**config.mk**
```make
export PLATFORM = sky130hd
export DESIGN_NAME = crs_term
export DESIGN_NICKNAME = d
export VERILOG_FILES = /design/src/rtl/assert_macros.svh /design/src/rtl/crs_pkg.sv /design/src/rtl/crs_term.sv
export SDC_FILE = /design/constraint.sdc
export NUM_CORES = 2
export LEC_CHECK = 0
export BUFFER_PORTS_ARGS = -buffer_cell sky130_fd_sc_hd__clkbuf_2
export CELL_PAD_IN_SITES_DETAIL_PLACEMENT = 1
export CELL_PAD_IN_SITES_GLOBAL_PLACEMENT = 1
export CORE_MARGIN = 2
export CORE_UTILIZATION = 30
export DETAILED_ROUTE_END_ITERATION = 6
export PLACE_DENSITY = 0.51
export SLEW_MARGIN = 30
export SYNTH_ARGS = -nofsm -noshare
export SYNTH_HDL_FRONTEND = slang
export SYNTH_SLANG_ARGS = --single-unit
```
**constraint.sdc**
```tcl
create_clock -name i_clk -period 9.4 [get_ports i_clk]
set_clock_uncertainty 0.1 [all_clocks]
set_input_delay 2.35 -clock i_clk [delete_from_list [all_inputs] [get_ports i_clk]]
set_output_delay 2.35 -clock i_clk [all_outputs]
set_load 0.01 [all_outputs]
```
**src/rtl/assert_macros.svh**
```systemverilog
// assertion macros shared by the spline evaluator modules
`ifndef ASSERT_MACROS_SVH
`define ASSERT_MACROS_SVH

// property that must hold at every clock edge outside reset
`define CRS_ASSERT(lbl, prop) \
    lbl: assert property (@(posedge i_clk) disable iff (!i_rst_n) (prop)) \
        else $error("%m: check failed");

// condition that forces a consequence at the next clock edge
`define CRS_ASSERT_NEXT(lbl, cond, conseq) \
    lbl: assert property (@(posedge i_clk) disable iff (!i_rst_n) (cond) |=> (conseq)) \
        else $error("%m: check failed");

`endif

```
**src/rtl/crs_pkg.sv**
```systemverilog
// package with shared constants and helpers for the spline segment evaluator
package crs_pkg;

    // default coordinate width and fraction bits
    localparam int COORD_WIDTH_DEF = 32;
    localparam int FRAC_BITS_DEF   = 16;

    // extra bits of a basis weight above the fraction (sign plus headroom)
    localparam int BASIS_EXTRA = 3;

    // number of register stages from input transfer to output register
    localparam int PIPE_DEPTH = 6;

    // round a bit count up to whole bytes
    function automatic int byte_round(input int bits);
        return ((bits + 7) >> 3) << 3;
    endfunction

endpackage

```
**src/rtl/crs_term.sv**
```systemverilog
// two-stage coordinate by weight product with truncating shift
module crs_term #(
    parameter int CW = crs_pkg::COORD_WIDTH_DEF,
    parameter int FB = crs_pkg::FRAC_BITS_DEF
) (
    input  logic                                      i_clk,
    input  logic                                      i_ce,
    input  logic signed [CW-1:0]                      i_coord,
    input  logic signed [FB+crs_pkg::BASIS_EXTRA-1:0] i_weight,
    output logic signed [CW+crs_pkg::BASIS_EXTRA-1:0] o_term
);
    import crs_pkg::*;

    localparam int HW = FB + BASIS_EXTRA;
    localparam int LW = CW / 2;
    localparam int UW = CW - LW;
    localparam int FW = CW + HW;

    logic signed [LW+HW:0]   r_plo;
    logic signed [UW+HW-1:0] r_phi;
    logic signed [FW-1:0]    w_full;
    logic signed [CW+BASIS_EXTRA-1:0] r_term;

    // stage 1: split the coordinate into two narrower partial products
    always_ff @(posedge i_clk) begin
        if (i_ce) begin
            r_plo <= (LW+HW+1)'($signed({1'b0, i_coord[LW-1:0]})) * (LW+HW+1)'(i_weight);
            r_phi <= (UW+HW)'($signed(i_coord[CW-1:LW])) * (UW+HW)'(i_weight);
        end
    end

    // stage 2: recombine and floor by the fraction bits
    assign w_full = (FW'(r_phi) <<< LW) + FW'(r_plo);

    always_ff @(posedge i_clk) begin
        if (i_ce) begin
            r_term <= $signed(w_full[FW-1:FB]);
        end
    end

    assign o_term = r_term;

endmodule

```
Word-level counts from Yosys, hierarchy flattened
Index checks and enable logic that the tools add are counted.

Flip-flop bits (word level): 106. Input port bits: 53. Output and inout bits: 35. Logic and storage cells: 6.

Add/subtract/negate cells: 1. Multipliers: 2.

Operators with widths (count): 51-bit by 36-bit adder with 51-bit output (1); 17-bit by 19-bit multiplier with 36-bit output (1); 16-bit by 19-bit multiplier with 35-bit output (1).

Depth between registers and ports, before layout
Depth in word-level cells: 1. Depth in mapped cells: 25. Gate-level depth less buffers: 23.

Least setup slack after synthesis
OpenSTA, ideal clock, no wires.

Path kind: input to register. From: in i_coord[2]. To: reg r_plo[30], data pin. Library setup time: 0.258 ns. Data arrival time: 8.022 ns. Required time: 9.042 ns. Path slack: 1.021 ns. Stages on the path: 22. Buffers on the path: 2. Cells stage by stage: clkbuf_1 clkbuf_1 nand2_1 fa_1 fa_1 fa_1 inv_1 fa_1 fa_1 inv_1 fa_1 inv_1 ha_1 a211oi_1 nand2_1 or2_2 a211oi_4 o21ai_2 o221a_4 a31o_1 a21oi_2 xnor2_1.

Longest elaborated chain between the ends: 1.

RTL lines: start: declaration (RTL line crs_term.sv:8) `input logic signed [CW-1:0] i_coord,`; 17-bit by 19-bit multiplier with 36-bit output (RTL line crs_term.sv:27) `r_plo <= (LW+HW+1)'($signed({1'b0, i_coord[LW-1:0]})) * (LW+HW+1)'(i_weight);`; end signal: assignment (RTL line crs_term.sv:27); end: declaration (RTL line crs_term.sv:19) `logic signed [LW+HW:0] r_plo;`.

No other way between the ends. A chain may end at the register's enable or synchronous reset.

Worst setup path after layout
From: in i_weight[7] (netlist bit). To: reg r_phi[34], data pin.

Longest elaborated chain between the ends: 1.

RTL lines: start: declaration (RTL line crs_term.sv:9) `input logic signed [FB+crs_pkg::BASIS_EXTRA-1:0] i_weight,`; 16-bit by 19-bit multiplier with 35-bit output (RTL line crs_term.sv:28) `r_phi <= (UW+HW)'($signed(i_coord[CW-1:LW])) * (UW+HW)'(i_weight);`; end signal: assignment (RTL line crs_term.sv:28); end: declaration (RTL line crs_term.sv:20) `logic signed [UW+HW-1:0] r_phi;`.

No other way between the ends.

==> results.sh <==
export IMPL_outcome="completed"
export IMPL_dieHeight_um=301
export IMPL_viasPerCell=4.60
export IMPL_placed_cell_area_um2=28600
export IMPL_fin_crit_sh=0.970
export IMPL_globalplace_congestion=0.814
export IMPL_yosysSeqAreaShare=0.102
export IMPL_crit_path_end_kind="flip-flop"
export IMPL_numCtsBuffers=9
export IMPL_clk_latency_ns=0.39
export IMPL_grt_pass1_vias=21900
export IMPL_r2r_end="o_term[23]"
export IMPL_fp_dieW_um=301
export IMPL_syn_to_final_growth_pct=9.14
export IMPL_cts_htree_levels=3
export IMPL_critPathKind="in -> reg"
export IMPL_grt_pass1_wl_um=124000
export IMPL_reg2reg_depth=10
export IMPL_rsz0062_at_grt="false"
export IMPL_netlist_top_cells_area="fa_1 46%, edfxtp_1 10%, ha_1 10%"
export IMPL_fmax_ghz=0.110
export IMPL_synth_edf_count=90
export IMPL_path_max_fanout=17
export IMPL_core_area_um2=88000
export IMPL_grt_usage=0.179
export IMPL_wl_per_cell_um=19.0
export IMPL_hold_viol=0
export IMPL_slew_headroom=0.403
export IMPL_cp_start_kind="primary input"
export IMPL_drive_above_1_share=0.0662
export IMPL_floorplan_initialDensity=0.301
export IMPL_worstMarginPinSlew_ns=0.881
export IMPL_drt_first_pass_iters=5
export IMPL_drcViolationCount=0
export IMPL_max_cap_violations=0
export IMPL_hp_start="r_phi[0]"
export IMPL_min_period_ns=9.12
export IMPL_cts_buffer_depth=2
export IMPL_min_path_cells=1
export IMPL_ioPinCount=88
export IMPL_die_area_um2=90700
export IMPL_path_clk_slew_ns=0.08
export IMPL_io_buffers=87
export IMPL_report_final_slew_viol_count=0
export IMPL_synthArstFlopShare=0
export IMPL_multi_input_area_um2=20700
export IMPL_grt_max_degree=47
export IMPL_hp_class="reg -> reg"
export IMPL_final_antenna_net_count=0
export IMPL_syn_inst=2780
export IMPL_postCtsHoldBufs=0
export IMPL_r2r_slack_ns=5.58
export IMPL_final_area_um2=28900
export IMPL_routed_wl_um=76300
export IMPL_antennaDiodeCount=0
export IMPL_row_count=109
export IMPL_rr_startpoint="r_plo[17]"
export IMPL_yosysTopAreaCell="fa_1"
export IMPL_synthFlopType="edfxtp_1"
export IMPL_netlist_area_leader_share=0.461
export IMPL_holdPathEnd="o_term[0]"
export IMPL_layout_nets=3711
export IMPL_final_core_util=0.329
export IMPL_clockRootBuffer="clkbuf_16"
export IMPL_dp_slack_ns=-0.0694
export IMPL_fin_ws_ns=0.280
export IMPL_fill_cells=10200
export IMPL_cts_tree="done"
export IMPL_yosys_warnings=0
export IMPL_ys_ff_latch=90
export IMPL_syn_num_nets=3654
export IMPL_netlist_area_um2=26500
export IMPL_seq_area_um2=2700
export IMPL_avgSynthCellArea_um2=9.53
export IMPL_setup_violations=0
export IMPL_synth_cell_types=54
export IMPL_overflow=0
export IMPL_fin_setup_tns_ns=0
export IMPL_dp_hpwl_um=65700
export IMPL_required_ns=9.44
export IMPL_cts_num_sinks=90
export IMPL_arrival_ns=9.16
export IMPL_cts_post_setup_buffers_inserted=0
export IMPL_antenna_found_initial=1
export IMPL_vias=18400
export IMPL_drt_iter0_markers=650
-- critical path, stage by stage --
cell and delay [ns]:
clkbuf_2 0.43, buf_4 0.27, nand2_1 0.08, fa_1 0.52, inv_1 0.06, fa_1 0.50
fa_1 0.61, fa_1 0.45, fa_1 0.50, inv_1 0.05, fa_1 0.47, inv_1 0.04
ha_1 0.38, nand2_1 0.08, nor2_1 0.35, nand4_1 0.34, a21oi_1 0.41, o21ai_1 0.14
buf_4 0.15, a211oi_1 0.49, a311oi_1 0.18, o21bai_1 0.18, xnor2_1 0.10
-- sequential cells by signal, summed over array words and instances (netlist names) --
name and flops:
r_plo 20, r_phi 35, o_term 35
-- worst max-delay path by stage --
stage                           start         to  slack (ns)  depth (start not counted)
after floorplan            i_coord[2]  r_plo[30]        1.02                         22
after global placement    i_weight[7]  r_phi[34]        0.10                         23
after detailed placement  i_coord[23]  r_phi[34]       -0.07                         24
after CTS                 i_coord[23]  r_phi[34]        0.35                         24
after global routing      i_coord[24]  r_phi[34]        0.01                         24
final                     i_weight[7]  r_phi[34]        0.28                         23
-- what timing repair did --
action	4_1_cts	5_1_grt
setup endpoints to repair	0	1
resized for setup	0	4
endpoints found under the hold margin	0	0
-- per-stage QoR --
step                      cells  hold slack, ns
after global routing       4007           0.470
after floorplan            2780           0.413
after CTS                  4007           0.461
final                      4007           0.455
after detailed placement   3991           0.442
after global placement     3991           0.437
-- per-layer routing --
metal / global-route usage / up-vias / part of all wire
met5: 0 / - / 0
met4: 0.0291 / 0 / 0.013
met3: 0.0138 / 49 / 0.016
met2: 0.327 / 175 / 0.52
met1: 0.233 / 9883 / 0.45
li1: - / 8329 / -
-- cells by family after synthesis --
logic type | share of synthesized area
DFF | 0.102
xor gates and xnor gates | 0.0294
adders and majority gates | 0.560
buffers and inverters | 0.115
AOI/OAI and AO/OA | 0.0569
and+or+nand+nor | 0.136
-- cell usage after synthesis (8+ instances only) --
cell type,n
inv_1,702
a211oi_1,16
nand2_1,341
edfxtp_1,90
nand3_1,15
a21o_1,38
o21ai_0,35
xnor2_1,69
ha_1,211
fa_1,610
nand2b_1,12
nor2_1,56
a21oi_1,69
nor2b_1,9
clkbuf_1,110
o21a_1,16
and2_1,271
nand4_1,8
xor2_1,20
and3_1,9
-- cell type report --
class	count	share of cell area
multi-input cells	1876	0.717
clock inverters	7	0.00298
well taps	1165	0.0504
flip-flops and latches	90	0.0934
clock buffers	9	0.00779
repair buffers	158	0.0371
inverters	702	0.0911
-- placed cells by master, fill, tap and decap left out, types with 35 or more instances in the layout --
master    count
a21o_1       38
a21oi_1      69
and2_1      271
buf_4        64
clkbuf_2     83
edfxtp_1     90
fa_1        610
ha_1        211
inv_1       702
nand2_1     341
nor2_1       56
o21ai_0      35
xnor2_1      69
Power is left out: the tool's default activity adds up to more than one toggle a clock period on the data nets, which glitch-free logic cannot reach.
