==> src/rtl/assert_macros.svh <==
// assertion macros shared by the spline evaluator modules
`ifndef ASSERT_MACROS_SVH
`define ASSERT_MACROS_SVH

// property that must hold at every clock edge outside reset
`define CRS_ASSERT(lbl, prop) \
    lbl: assert property (@(posedge i_clk) disable iff (!i_rst_n) (prop)) \
        else $error("%m: check failed");

// condition that forces a consequence at the next clock edge
`define CRS_ASSERT_NEXT(lbl, cond, conseq) \
    lbl: assert property (@(posedge i_clk) disable iff (!i_rst_n) (cond) |=> (conseq)) \
        else $error("%m: check failed");

`endif

==> src/rtl/crs_pkg.sv <==
// package with shared constants and helpers for the spline segment evaluator
package crs_pkg;

    // default coordinate width and fraction bits
    localparam int COORD_WIDTH_DEF = 32;
    localparam int FRAC_BITS_DEF   = 16;

    // extra bits of a basis weight above the fraction (sign plus headroom)
    localparam int BASIS_EXTRA = 3;

    // number of register stages from input transfer to output register
    localparam int PIPE_DEPTH = 6;

    // round a bit count up to whole bytes
    function automatic int byte_round(input int bits);
        return ((bits + 7) >> 3) << 3;
    endfunction

endpackage

==> src/rtl/crs_sum.sv <==
// final adder of the four terms with saturation to the coordinate range
module crs_sum #(
    parameter int CW = crs_pkg::COORD_WIDTH_DEF
) (
    input  logic                                      i_clk,
    input  logic                                      i_ce,
    input  logic signed [CW+crs_pkg::BASIS_EXTRA-1:0] i_term0,
    input  logic signed [CW+crs_pkg::BASIS_EXTRA-1:0] i_term1,
    input  logic signed [CW+crs_pkg::BASIS_EXTRA-1:0] i_term2,
    input  logic signed [CW+crs_pkg::BASIS_EXTRA-1:0] i_term3,
    output logic signed [CW-1:0]                      o_value,
    output logic                                      o_sat
);
    import crs_pkg::*;

    localparam int SW = CW + BASIS_EXTRA + 2;
    localparam logic signed [CW-1:0] MAX_V = {1'b0, {(CW-1){1'b1}}};
    localparam logic signed [CW-1:0] MIN_V = {1'b1, {(CW-1){1'b0}}};

    logic signed [SW-1:0] n_sum;
    logic [SW-CW:0]       w_top;
    logic                 n_ovf;
    logic signed [CW-1:0] n_value;
    logic signed [CW-1:0] r_value;
    logic                 r_sat;

    // exact sum, then clip when the upper bits are not all sign
    always_comb begin
        n_sum   = SW'(i_term0) + SW'(i_term1) + SW'(i_term2) + SW'(i_term3);
        w_top   = n_sum[SW-1:CW-1];
        n_ovf   = !((&w_top) || !(|w_top));
        n_value = n_ovf ? (n_sum[SW-1] ? MIN_V : MAX_V) : n_sum[CW-1:0];
    end

    always_ff @(posedge i_clk) begin
        if (i_ce) begin
            r_value <= n_value;
            r_sat   <= n_ovf;
        end
    end

    assign o_value = r_value;
    assign o_sat   = r_sat;

endmodule

==> config.mk <==
export PLATFORM = sky130hd
export DESIGN_NAME = crs_sum
export DESIGN_NICKNAME = d
export VERILOG_FILES = /design/src/rtl/assert_macros.svh /design/src/rtl/crs_pkg.sv /design/src/rtl/crs_sum.sv
export SDC_FILE = /design/constraint.sdc
export NUM_CORES = 1
export LEC_CHECK = 0
export BUFFER_PORTS_ARGS = -buffer_cell sky130_fd_sc_hd__buf_4
export CORE_ASPECT_RATIO = 1.75
export CORE_MARGIN = 2
export CORE_UTILIZATION = 55
export DETAILED_ROUTE_END_ITERATION = 16
export PLACE_DENSITY_LB_ADDON = 0.05
export SLEW_MARGIN = 20
export SYNTH_ARGS = -nofsm -noshare
export SYNTH_HDL_FRONTEND = slang
export SYNTH_SLANG_ARGS = --single-unit
==> constraint.sdc <==
create_clock -name i_clk -period 6.9 [get_ports i_clk]
set_clock_uncertainty 0.1 [all_clocks]
set_input_delay 0.69 -clock i_clk [delete_from_list [all_inputs] [get_ports i_clk]]
set_output_delay 0.69 -clock i_clk [all_outputs]
set_load 0.02 [all_outputs]
### Word-level counts from Yosys, hierarchy flattened

Cells that the tools add are included.

| cells by class | value |
|---|---|
| $add $sub $neg | 3 |
| multiplexer cells | 2 |
| reduce and logical (&&, ||, !) cells | 5 |

Operators with widths:

| cell | number |
|---|---|
| 2-to-1 mux 32 bit | 2 |
| adder 36 x 35 -> 37 bit | 1 |
| adder 37 x 35 -> 37 bit | 1 |
| adder 35 x 35 -> 36 bit | 1 |
| AND reduction 6 bit | 1 |
| OR reduction 6 bit | 1 |
| zero test 1 bit | 2 |
| logical OR 1 bit | 1 |

| storage, ports and cells | value |
|---|---|
| register bits after elaboration | 33 |
| input port bits | 142 |
| output and inout port bits | 33 |
| logic and storage cells | 12 |

### Logic depth before layout (Yosys ltp)

| logic depth | value |
|---|---|
| depth after elaboration | 7 |
| depth in mapped cells | 16 |
| depth with buffers taken out | 15 |

### Worst setup path after synthesis

No wires, ideal clock.

| timing | value |
|---|---|
| kind | input to register |
| from | input port i_term0[1] in the netlist's numbering |
| to | register r_value[11] (netlist: o_value[11]), data pin |
| library setup time | 0.257 ns |
| arrival | 4.538 ns |
| data required time | 6.543 ns |
| setup slack | 2.005 ns |
| stages on the path | 16 |
| buffers on the path | 1 |
| cell sequence | inv_1 fa_1 fa_1 inv_1 ha_1 fa_1 a21o_1 a221o_1 a31oi_1 nand2_1 o21ai_2 a311oi_4 or4_4 o21ai_4 buf_8 o21ai_2 |

| between the ends | value |
|---|---|
| word-level cells in the longest chain between the ends | 7 |
| elaborated cells on any way between the ends | 9 |
| those cells by class | 3 x add/sub; 2 x mux; 4 x reduce/logical |

Ends and longest elaborated chain:

| item | line | RTL |
|---|---|---|
| start: declaration | crs_sum.sv:7 | `input logic signed [CW+crs_pkg::BASIS_EXTRA-1:0] i_term0,` |
| adder 35 x 35 -> 36 bit * | crs_sum.sv:29 | `n_sum = SW'(i_term0) + SW'(i_term1) + SW'(i_term2) + SW'(i_term3);` |
| adder 36 x 35 -> 37 bit * | crs_sum.sv:29 |  |
| adder 37 x 35 -> 37 bit * | crs_sum.sv:29 |  |
| OR reduction 6 bit | crs_sum.sv:31 | `n_ovf = !((&w_top) \|\| !(\|w_top));` |
| zero test 1 bit | crs_sum.sv:31 |  |
| logical OR 1 bit | crs_sum.sv:31 |  |
| 2-to-1 mux 32 bit * | crs_sum.sv:32 | `n_value = n_ovf ? (n_sum[SW-1] ? MIN_V : MAX_V) : n_sum[CW-1:0];` |
| via n_value[11] | crs_sum.sv:23 | `logic signed [CW-1:0] n_value;` |
| end signal: assignment | crs_sum.sv:37 | `r_value <= n_value;` |
| end: declaration | crs_sum.sv:24 | `logic signed [CW-1:0] r_value;` |

The timed path passes the listed nets; every way through them passes the cells marked *.
A chain may end at the register's enable or synchronous reset.

### Worst setup path after layout

| timing | value |
|---|---|
| from | input port i_term0[1] in the netlist's numbering |
| to | register r_value[0] (netlist: o_value[0]), data pin |

Same word-level chain as after synthesis.

==> key figures <==
Layout
  • Area grow syn2layout: 26.02%
  • # diodes: 0
  • Post-layout net count: between 1000 and 1500
  • Layout cells sized above 1: 0.2488
  • Final Instance Area: slightly above 0.007 mm^2

Clock tree
  • Clock buffer depth: 2
  • Cts bufs inserted: 5
  • TritonCTS clock tree: built
  • Sink Count: 33
  • Clk pin slew, worst setup/hold paths: 50 ps
  • CTS H-tree lvls: 2
  • Root buf cell: clkbuf_16
  • Post_cts resized: 0
  • Post-CTS setup buffer count: 0
  • Hold_buf cts: 0

Route
  • WL per Instance: 15.38 um
  • Antenna viol nets, final: 0
  • Vias: roughly 5100
  • Vias per cell: 5.346
  • WL final: 14.62 mm
  • DRC violations left: 0
  • DRT Pass-1 Iters: 5
  • Initial DRC count: 274

STA
  • Setup violations, final: 0
  • Total negative slack: 0 ps
  • Final setup margin: 1504 ps
  • RSZ-0062 raised after global routing: no
  • Worst-Margin Slew: ~670 ps
  • Period utilization: 0.7820
  • Hold Fails Final Rpt: 0
  • Max transition margin: 0.5529
  • Min Tclk post-route: about 5400 ps
  • Peak Freq: 185.3 MHz
  • Max-slew violations: 0

Run status
  • Status: completed

Worst setup path
  • Slowest-stage cell, CP: or4_4
  • Buf+Inv Stages, Crit Path: 3
  • Worst EP arrival: 5270 ps
  • Crit. End Element: register
  • Critical path startpoint category: input pin
  • CP dominant cell by count: fa_1
  • Crit path max fanout: 19
  • Setup CP Type: in -> reg
  • Critical Path RT: between 6000 and 7000 ps
  • Max incr delay on CP: 590 ps
  • Cell breakdown of the critical path: buf_4 -> inv_1 -> fa_1 -> fa_1 -> inv_1 -> ha_1 -> fa_1 -> a21o_1 -> a221o_1 -> a31oi_1 -> nand2_1 -> o21ai_2 -> a311oi_4 -> or4_4 -> o21ai_4 -> o21ai_0
  • Critical path launch point: i_term0[1]
  • Critical path's top delay family: compound AO/OA/AOI/OAI gates

Floorplanning
  • Initial Utilization: 0.5579
  • # IOs: 175
  • Area of the die: 0.01118 mm^2
  • Die W: 80.81 um
  • Die height: ~140 um
  • Core area: 0.01018 mm^2
  • Row cnt: 49

Place
  • Post-Place Cell Area: 0.007019 mm^2
  • Post-DP HPWL: 12.70 mm
  • Pre-CTS WS: 1228 ps
  • IO buf count: 174
  • GP Congestion: 0.9118

Min path
  • Hold path startpoint: i_ce
  • Hold crit path type: in -> reg

Global routing
  • GRT Total Usage: 0.2657
  • Grt met1 use: 0.2650
  • Vias in the first global route: 5264
  • Largest net degree at the start of global routing: 34
  • Gr busiest metal: met2
  • GRT met3 Usage: 0.01697
  • Initial antenna violation count: 0
  • GR Overflow Total: 0
  • First-pass GRT wire length: roughly 24 mm
  • GRT met2 Usage: 0.5259

Yosys
  • Cells after synthesis: 666
  • Synth cell types: 59
  • Commonest register cell after synthesis: edfxtp_1
  • Sequential share of the synthesized area: 0.1745
  • Number of synthesized flops with an enable pin: 33
  • Synth Cell Area: 0.005678 mm^2
  • Average cell area after synthesis: 8.525 um^2
  • Syn Nets: 915
  • Syn. warnings: 0
  • Fraction of synthesis flops using an asynchronous set or reset pin: 0
  • #FFs+latches synth: 33

Power
  • P_leak: 3.699 nW
  • Pwr dens: 357.1 mW/mm^2
  • Max VDD drop: 0.2392 mV

Flow run
  • Max cap viols: 0
[stage by stage]
| step | hold WS [ps] | cells | util | power (W) |
|---|---|---|---|---|
| 2_1_floorplan | 702.5 | 666 | - | 0.001816 |
| 6_report | 776.6 | 951 | 0.7031 | 0.002555 |
| 3_3_place_gp | 1018 | 944 | 0.6897 | 0.002287 |
| 5_1_grt | 788.4 | 951 | 0.7031 | 0.002756 |
| 4_1_cts | 777.8 | 951 | 0.7031 | 0.002559 |
| 3_5_place_dp | 1023 | 944 | 0.6897 | 0.002346 |
[registers in the layout, indices dropped and copies added (netlist names)]
register,count
o_sat,1
o_value,32
[where the power goes]
group / leakage [nW] / switching [W] / internal [W]
Sequential: 0.324 / 0.0000337 / 0.000408
Clock: 0.0633 / 0.0000721 / 0.000130
Combinational: 3.31 / 0.00117 / 0.000742
Total: 3.70 / 0.00128 / 0.00128
[kinds of logic (layout without fill, tap and decap cells)]
| group | Yosys count | after routing | share of synthesized area |
|---|---|---|---|
| AO/OA/AOI/OAI | 139 | 139 | 0.1681 |
| XOR/XNOR | 33 | 33 | 0.05223 |
| adder cells (fa/ha/maj) | 107 | 107 | 0.3297 |
| buffers and inverters | 215 | 373 | 0.1501 |
| flip-flops | 33 | 33 | 0.1745 |
| multiplexers | 1 | 1 | 0.001763 |
| AND/OR/NAND/NOR | 138 | 138 | 0.1236 |
[Yosys cell counts, drive strengths merged, types with 7 or more instances]
| master | n | area, um^2 |
|---|---|---|
| buf | 14 | 97.58 |
| a211oi | 7 | 52.55 |
| a21o | 12 | 90.09 |
| edfxtp | 33 | 991.0 |
| nand4 | 13 | 81.33 |
| clkbuf | 10 | 37.54 |
| nand3 | 7 | 35.03 |
| inv | 190 | 713.2 |
| o21ai | 42 | 266.5 |
| a31oi | 7 | 43.79 |
| xor2 | 13 | 121.4 |
| nor3 | 22 | 110.1 |
| ha | 36 | 450.4 |
| fa | 71 | 1421 |
| xnor2 | 20 | 175.2 |
| nand2 | 35 | 131.4 |
| a21oi | 41 | 220.2 |
| nor2 | 32 | 120.1 |
[final cells by class]
| cell class | count | area, um^2 |
|---|---|---|
| well taps | 127 | 158.9 |
| clock buffers | 5 | 125.1 |
| repair buffers | 175 | 1314 |
| multi-input cells | 418 | 3839 |
| inverters | 191 | 716.9 |
| flip-flops and latches | 33 | 991.0 |
| clock inverters | 2 | 11.26 |
| fillers | 821 | 3022 |
[worst paths after layout]
check,to,slack (ps),cells past startpoint
max,o_value[0]$_DFFE_PP_,1500,16
min,o_sat$_DFFE_PP_,780,1
[metal layers]
metal	up-vias	wire length (um)
li1	2457	-
met1	2405	4799
met2	182	8572
met3	40	569
met4	0	682
met5	-	0
[cell usage in the layout (no fill, tap or decap), types with 3 or more instances in the layout]
cell type,n
nand3_1,7
a21o_1,12
edfxtp_1,33
and2_1,5
a211oi_1,7
o21bai_1,3
a21oi_1,38
o41ai_1,4
xnor2_1,20
nor2_1,32
buf_4,175
nand2_1,35
fa_1,71
nor3b_1,5
a31oi_1,7
inv_1,190
xor2_1,12
and3_1,3
ha_1,36
and4_1,3
nor3_1,22
nand4_1,13
o21ai_2,12
o21ai_0,29
clkbuf_16,5
nand2b_1,5
(Power assumes the default switching activity.)
