===== src/rtl/assert_macros.svh =====
// assertion macros shared by the spline evaluator modules
`ifndef ASSERT_MACROS_SVH
`define ASSERT_MACROS_SVH

// property that must hold at every clock edge outside reset
`define CRS_ASSERT(lbl, prop) \
    lbl: assert property (@(posedge i_clk) disable iff (!i_rst_n) (prop)) \
        else $error("%m: check failed");

// condition that forces a consequence at the next clock edge
`define CRS_ASSERT_NEXT(lbl, cond, conseq) \
    lbl: assert property (@(posedge i_clk) disable iff (!i_rst_n) (cond) |=> (conseq)) \
        else $error("%m: check failed");

`endif


===== src/rtl/crs_pkg.sv =====
// package with shared constants and helpers for the spline segment evaluator
package crs_pkg;

    // default coordinate width and fraction bits
    localparam int COORD_WIDTH_DEF = 32;
    localparam int FRAC_BITS_DEF   = 16;

    // extra bits of a basis weight above the fraction (sign plus headroom)
    localparam int BASIS_EXTRA = 3;

    // number of register stages from input transfer to output register
    localparam int PIPE_DEPTH = 6;

    // round a bit count up to whole bytes
    function automatic int byte_round(input int bits);
        return ((bits + 7) >> 3) << 3;
    endfunction

endpackage


===== src/rtl/crs_basis.sv =====
// three-stage hermite basis generator from the interpolation parameter
module crs_basis #(
    parameter int FB = crs_pkg::FRAC_BITS_DEF
) (
    input  logic                                   i_clk,
    input  logic                                   i_rst_n,
    input  logic                                   i_ce,
    input  logic [FB:0]                            i_t,
    output logic signed [FB+crs_pkg::BASIS_EXTRA-1:0] o_h00,
    output logic signed [FB+crs_pkg::BASIS_EXTRA-1:0] o_h10,
    output logic signed [FB+crs_pkg::BASIS_EXTRA-1:0] o_h01,
    output logic signed [FB+crs_pkg::BASIS_EXTRA-1:0] o_h11
);
    import crs_pkg::*;
    `include "assert_macros.svh"

    localparam int HW = FB + BASIS_EXTRA;
    localparam logic [FB:0] ONE_T = {1'b1, {FB{1'b0}}};
    localparam logic signed [HW-1:0] ONE_H = HW'(ONE_T);

    logic [FB:0]        n_tc;
    logic [2*FB+1:0]    n_sq;
    logic [2*FB+1:0]    n_cube;
    logic [FB:0]        r_t1, r_t2a;
    logic [FB:0]        r_t2b, r_t3, r_tb;
    logic signed [HW-1:0] w_t, w_t2, w_t3;
    logic signed [HW-1:0] r_h00, r_h10, r_h01, r_h11;

    // stage 1: clamp t to one, square it
    always_comb begin
        n_tc = (i_t > ONE_T) ? ONE_T : i_t;
        n_sq = (2*FB+2)'(n_tc) * (2*FB+2)'(n_tc);
    end

    always_ff @(posedge i_clk) begin
        if (i_ce) begin
            r_t1  <= n_tc;
            r_t2a <= n_sq[FB +: FB+1];
        end
    end

    // stage 2: cube from the truncated square
    assign n_cube = (2*FB+2)'(r_t2a) * (2*FB+2)'(r_t1);

    always_ff @(posedge i_clk) begin
        if (i_ce) begin
            r_tb  <= r_t1;
            r_t2b <= r_t2a;
            r_t3  <= n_cube[FB +: FB+1];
        end
    end

    // stage 3: basis weights by adds only
    assign w_t  = $signed({2'b00, r_tb});
    assign w_t2 = $signed({2'b00, r_t2b});
    assign w_t3 = $signed({2'b00, r_t3});

    always_ff @(posedge i_clk) begin
        if (i_ce) begin
            r_h00 <= (w_t3 <<< 1) - (w_t2 + (w_t2 <<< 1)) + ONE_H;
            r_h10 <= (w_t2 + (w_t2 <<< 1)) - (w_t3 <<< 1);
            r_h01 <= w_t3 - (w_t2 <<< 1) + w_t;
            r_h11 <= w_t3 - w_t2;
        end
    end

    assign o_h00 = r_h00;
    assign o_h10 = r_h10;
    assign o_h01 = r_h01;
    assign o_h11 = r_h11;

    // the two end weights always add up to one
    `CRS_ASSERT(a_end_weights_sum, $past(i_ce, 3) |-> (HW'(r_h00 + r_h10) == ONE_H) || !$past(i_rst_n, 3))

endmodule


===== config.mk =====
export PLATFORM = sky130hd
export DESIGN_NAME = crs_basis
export DESIGN_NICKNAME = d
export VERILOG_FILES = /design/src/rtl/crs_pkg.sv /design/src/rtl/crs_basis.sv
export VERILOG_INCLUDE_DIRS = /design/src /design/src/rtl
export SDC_FILE = /design/constraint.sdc
export NUM_CORES = 1
export LEC_CHECK = 0
export ABC_AREA = 1
export BUFFER_PORTS_ARGS = -buffer_cell sky130_fd_sc_hd__clkbuf_2
export CELL_PAD_IN_SITES_DETAIL_PLACEMENT = 1
export CELL_PAD_IN_SITES_GLOBAL_PLACEMENT = 1
export CORE_MARGIN = 3
export CORE_UTILIZATION = 40
export CTS_CLUSTER_SIZE = 40
export DETAILED_ROUTE_END_ITERATION = 16
export PLACE_DENSITY_LB_ADDON = 0.1
export SYNTH_ARGS = -nofsm -noshare
export SYNTH_HDL_FRONTEND = slang
export SYNTH_SLANG_ARGS = --single-unit

===== constraint.sdc =====
create_clock -name i_clk -period 8.1 [get_ports i_clk]
set_input_delay 0.405 -clock i_clk [delete_from_list [all_inputs] [get_ports i_clk]]
set_output_delay 0.405 -clock i_clk [all_outputs]
set_load 0.03 [all_outputs]

# Yosys cells after proc, flatten, opt, wreduce, memory -nomap -nowiden
# Index checks and enable logic that the tools add are counted.
[op_classes] shift=0 magnitude_cmp=1 reduce_logical=0 mul=2 mux=1 n_bitwise=0 n_eq_ne=0 n_addsub=7 n_div=0
[ops] op="multiplier 17 x 17 -> 33 bit" count=2
[ops] op="subtractor 19 bit" count=2
[ops] op="adder 17 x 18 -> 19 bit" count=1
[ops] op="adder 19 x 18 -> 19 bit" count=1
[ops] op="adder 19 x 18 -> 19 bit (second input constant)" count=1
[ops] op="subtractor 17 x 18 -> 19 bit" count=1
[ops] op="subtractor 17 x 17 -> 18 bit" count=1
[ops] op="greater-than comparator 17 bit (second input constant)" count=1
[ops] op="2-to-1 mux 17 bit" count=1
[word_totals] reg_bits=161 word_cells=20 output_inout_bits=76 latch_bits=0 mem_bits_ro=0 inputBits=20 mem_count=0 mem_bits_rw=0

# Longest topological paths before layout
[depth] word_depth=3 ltp_mapped=34 mapped_depth_nobuf=32

# Worst setup path before layout
# Ideal clock, no wire load.
[synth_path] path_type="input-to-reg" from="input port i_t[7]" to="register r_t2a[10] (data pin)" setup_time_ns=0.259 arrival_ns=5.863 required_ns=7.841 path_buffers=1 path_slack_ns=1.979 stages=29 path_cell_list="buf_2 -> nor2_1 -> nand2_1 -> nor2_1 -> nand2_1 -> nand2_2 -> inv_2 -> nor2_4 -> clkinv_1 -> nor2_1 -> inv_1 -> fa_1 -> fa_1 -> fa_1 -> inv_1 -> fa_1 -> fa_1 -> inv_1 -> fa_1 -> inv_1 -> ha_1 -> a21oi_1 -> o21ai_0 -> a21oi_1 -> a21boi_0 -> nand2_1 -> nand2_1 -> nand2_1 -> xor2_1"
[synth_between] elab_chain_cells=3
[synth_rtl] element="start: declaration" line="crs_basis.sv:8" rtl="input logic [FB:0] i_t,"
[synth_rtl] element="greater-than comparator 17 bit" line="crs_basis.sv:31" rtl="n_tc = (i_t > ONE_T) ? ONE_T : i_t;"
[synth_rtl] element="2-to-1 mux 17 bit" line="crs_basis.sv:31"
[synth_rtl] element="named net n_tc[2]" line="crs_basis.sv:21" rtl="logic [FB:0] n_tc;"
[synth_rtl] element="multiplier 17 x 17 -> 33 bit" line="crs_basis.sv:32" rtl="n_sq = (2*FB+2)'(n_tc) * (2*FB+2)'(n_tc);"
[synth_rtl] element="named net n_sq[26]" line="crs_basis.sv:22" rtl="logic [2*FB+1:0] n_sq;"
[synth_rtl] element="end signal: assignment" line="crs_basis.sv:38" rtl="r_t2a <= n_sq[FB +: FB+1];"
[synth_rtl] element="end: declaration" line="crs_basis.sv:24" rtl="logic [FB:0] r_t1, r_t2a;"
# The timed path passes the listed nets, and every way through them passes these cells.
# A chain may end at the register's enable or synchronous reset.

# Worst setup path after layout
[layout_path] from="input port i_t[13]" to="register r_t2a[10] (data pin)"
# Same word-level chain as after synthesis.

==> out/qor.csv <==
metric,value,unit
count of different cell masters after synthesis,44,
worst flop-to-flop path startpoint,r_t2a[10]$_DFFE_PP_,
number of nets still failing antenna checks after routing,0,
critical path peak fanout,16,
vias in the first global route,23473,
post-CTS clock slew at the launch and capture registers of the worst setup and hold paths,0.07,ns
final critical delay including setup and external delays,6.897,ns
family with the most delay on the worst path,adder cells,
Critical Path End Type,flop,
number of buffers and inverters on the critical path,7,
count of inserted antenna diode cells,0,
post-CTS setup-driven buffer insertion count,0,
slew at the pin with the worst max-slew slack,1.236,ns
Core Rows,94,
max-slew violation count,0,
setup repair after global routing missed its margin,no,
io pins,96,
synth warn,0,
Mapped Area,26970,µm²
kind of start point of the critical path,input pin,
pin count of the biggest net entering global routing,91,
count of instances resized after the clock tree is built,0,
remaining design rule violation count,0,
Num CTS Buffers,17,
effective utilization at floorplan,0.4072,
via count of the routed design,20355,
worst-path cell with the longest stage delay,fa_1,
RD Place Congestion,0.8994,
"Net count, final",3969,
count of cells along the worst register-to-register path,20,
Worst EP arrival,7.10,ns
Routed wire per std cell,19.33,µm
footprint of the multi-input gates,18750,µm²
relative slew slack,0.1761,
count of endpoints failing setup in the final report,0,
Mapped Cells,3128,
number of maximum-capacitance constraint violations,0,
share of synthesized flip-flops with an asynchronous set or reset,0,
Worst path max stage delay,0.56,ns
Synth Flop Type,edfxtp_1,
cell repeated most along the worst path,fa_1,
Core Region,66220,µm²
CTS tree,yes,
CP Capture Point,r_t2a[10]$_DFFE_PP_,
global-route wire length before repair,128.8,mm
fin crit share,0.8515,
Die Wd,265.6,µm
# fillers,7957,
"EDFF count, synth",159,
Clock Tree Buf Depth,2,
overflow left after global routing,0,
logic depth of the worst setup path including buffers,29,
maximum level of the CTS H-tree,4,
hpwl dp,67.44,mm
worst-skew pair later-pin latency,0.46,ns
input/output buffers,94,
die outline height,265.6,µm
number of storage elements in the synthesis netlist,159,
drt pass-1 iters,4,
total routed wirelength,79.08,mm
run status,finished clean,
Min-Delay Path Class,input pin to flop,
source of the critical timing path,i_t[13],
start-to-end type of the worst setup path,input pin to flop,
storage element area,4775,µm²
endpoint of the lowest-slack register-to-register path,r_t3[8]$_DFFE_PP_,
First DRT Iteration DRCs,849,
fraction of layout instances using a drive strength above 1,0.05580,
data required time of the worst path,8.31,ns
portion of the post-synthesis area used by sequential elements,0.1771,
total negative setup slack,0,ns
post-cts hold buffer count,0,
total routing resource utilization after global routing,0.2346,
initial antenna violation count,0,
FMAX,145.0,MHz
CTS root buffer,clkbuf_16,
Post-Synthesis Mean Instance Area,8.621,µm²
worst-case clock skew,0.01603,ns
clk sinks,159,
Die Footprint,70570,µm²
relative area change from synthesis to final layout,7.772,%
slack of the worst reg-to-reg path,1.54,ns
drt via density,4.977,
final hold vios,0,
[placed cells by master, fill, tap and decap left out, types with 6 or more instances in the layout]
cell type / instances
buf_4: 33
a21o_1: 12
o21a_1: 6
a21oi_1: 154
o21ai_0: 74
nand3_1: 44
edfxtp_1: 159
o31ai_1: 8
fa_1: 431
nand4_1: 11
nand2_1: 603
clkbuf_2: 93
nor2_1: 172
xnor2_1: 30
a31oi_1: 19
clkbuf_16: 17
conb_1: 23
nor3_1: 23
inv_1: 845
xor2_1: 86
ha_1: 304
a211oi_1: 6
[worst min-delay path by stage]
stage	to	depth (start not counted)	from	slack, ns
3_3_place_gp	o_h01[0]$_DFFE_PP_	1	r_tb[0]$_DFFE_PP_	0.53
3_5_place_dp	o_h01[0]$_DFFE_PP_	1	r_tb[0]$_DFFE_PP_	0.55
6_report	r_t1[16]$_DFFE_PP_	1	i_t[16]	0.32
4_1_cts	r_t1[16]$_DFFE_PP_	1	i_t[16]	0.31
2_1_floorplan	r_t2b[10]$_DFFE_PP_	0	r_t2a[10]$_DFFE_PP_	0.42
5_1_grt	r_t1[16]$_DFFE_PP_	1	i_t[16]	0.30
[worst reg2reg max path, cell delays in order, from the launching register on]
cell,delay (ns)
edfxtp_1,1.03
nand2_1,0.20
fa_1,0.58
inv_1,0.05
fa_1,0.47
inv_1,0.06
fa_1,0.50
inv_1,0.06
fa_1,0.54
inv_1,0.06
fa_1,0.47
inv_1,0.05
fa_1,0.45
ha_1,0.34
nand2_1,0.12
nor2_1,0.16
nand4_1,0.11
o21ai_0,0.51
nand2_1,0.15
o21ai_0,0.24
xor2_1,0.23
[cells by family after synthesis]
family	synth area share
fa+ha+maj	0.4610
flops	0.1771
simple gates	0.1299
compound gates	0.06361
other cells	0.0002785
xor+xnor	0.03768
buf+inv	0.1304
[Yosys cell counts (4+ instances only)]
master,count,share of area
inv_1,845,0.12
nand2_1,603,0.084
fa_1,431,0.32
ha_1,304,0.14
nor2_1,172,0.024
edfxtp_1,159,0.18
a21oi_1,154,0.029
xor2_1,86,0.028
clkbuf_1,75,0.010
o21ai_0,74,0.014
nand3_1,44,0.0082
xnor2_1,30,0.0097
nor3_1,23,0.0043
a31oi_1,19,0.0044
a21o_1,12,0.0033
nand4_1,11,0.0026
o31ai_1,8,0.0022
a211oi_1,6,0.0017
o21a_1,6,0.0017
a21boi_0,5,0.0014
nor2_4,5,0.0021
nor4_1,5,0.0012
nand2_2,4,0.00093
o211ai_1,4,0.0011
o21ai_2,4,0.0013
o21bai_1,4,0.0011
[area by class of cell]
type                       count  share of cell area
clock inverter                14            0.003746
clock buffer                  17             0.01464
timing repair buffer         127             0.02493
tap                          864             0.03720
inverter                     851              0.1099
sequential                   159              0.1643
multi-input combinational   2058              0.6453
[metal layers]
metal  vias to the layer above  GRT usage  wire (µm)  part of all wire
met5                         -          0          0                 0
met4                         0    0.06269       1972             0.025
met3                        96    0.01619       1663             0.021
met2                       250     0.4442      41720              0.53
met1                     10428     0.2884      33730              0.43
li1                       9581          -          -                 -
[stage by stage]
stage	setup WS, ns	std cells	area (µm²)	hold slack, ns	util
3_3_place_gp	0.7024	4059	28530	0.5330	0.4308
4_1_cts	1.136	4090	29060	0.3095	0.4389
2_1_floorplan	1.979	3149	27040	0.4244	-
5_1_grt	0.7517	4090	29060	0.3013	0.4389
6_report	1.203	4090	29060	0.3219	0.4389
3_5_place_dp	0.6353	4059	28530	0.5505	0.4308
[flip-flops by register name (all words and copies together) (netlist names)]
name,flops
o_h00,19
o_h01,19
o_h10,18
o_h11,18
r_t1,17
r_t2a,17
r_t2b,17
r_t3,17
r_tb,17
Power is left out: the tool's default activity adds up to more than one toggle a clock period on the data nets, which glitch-free logic cannot reach.
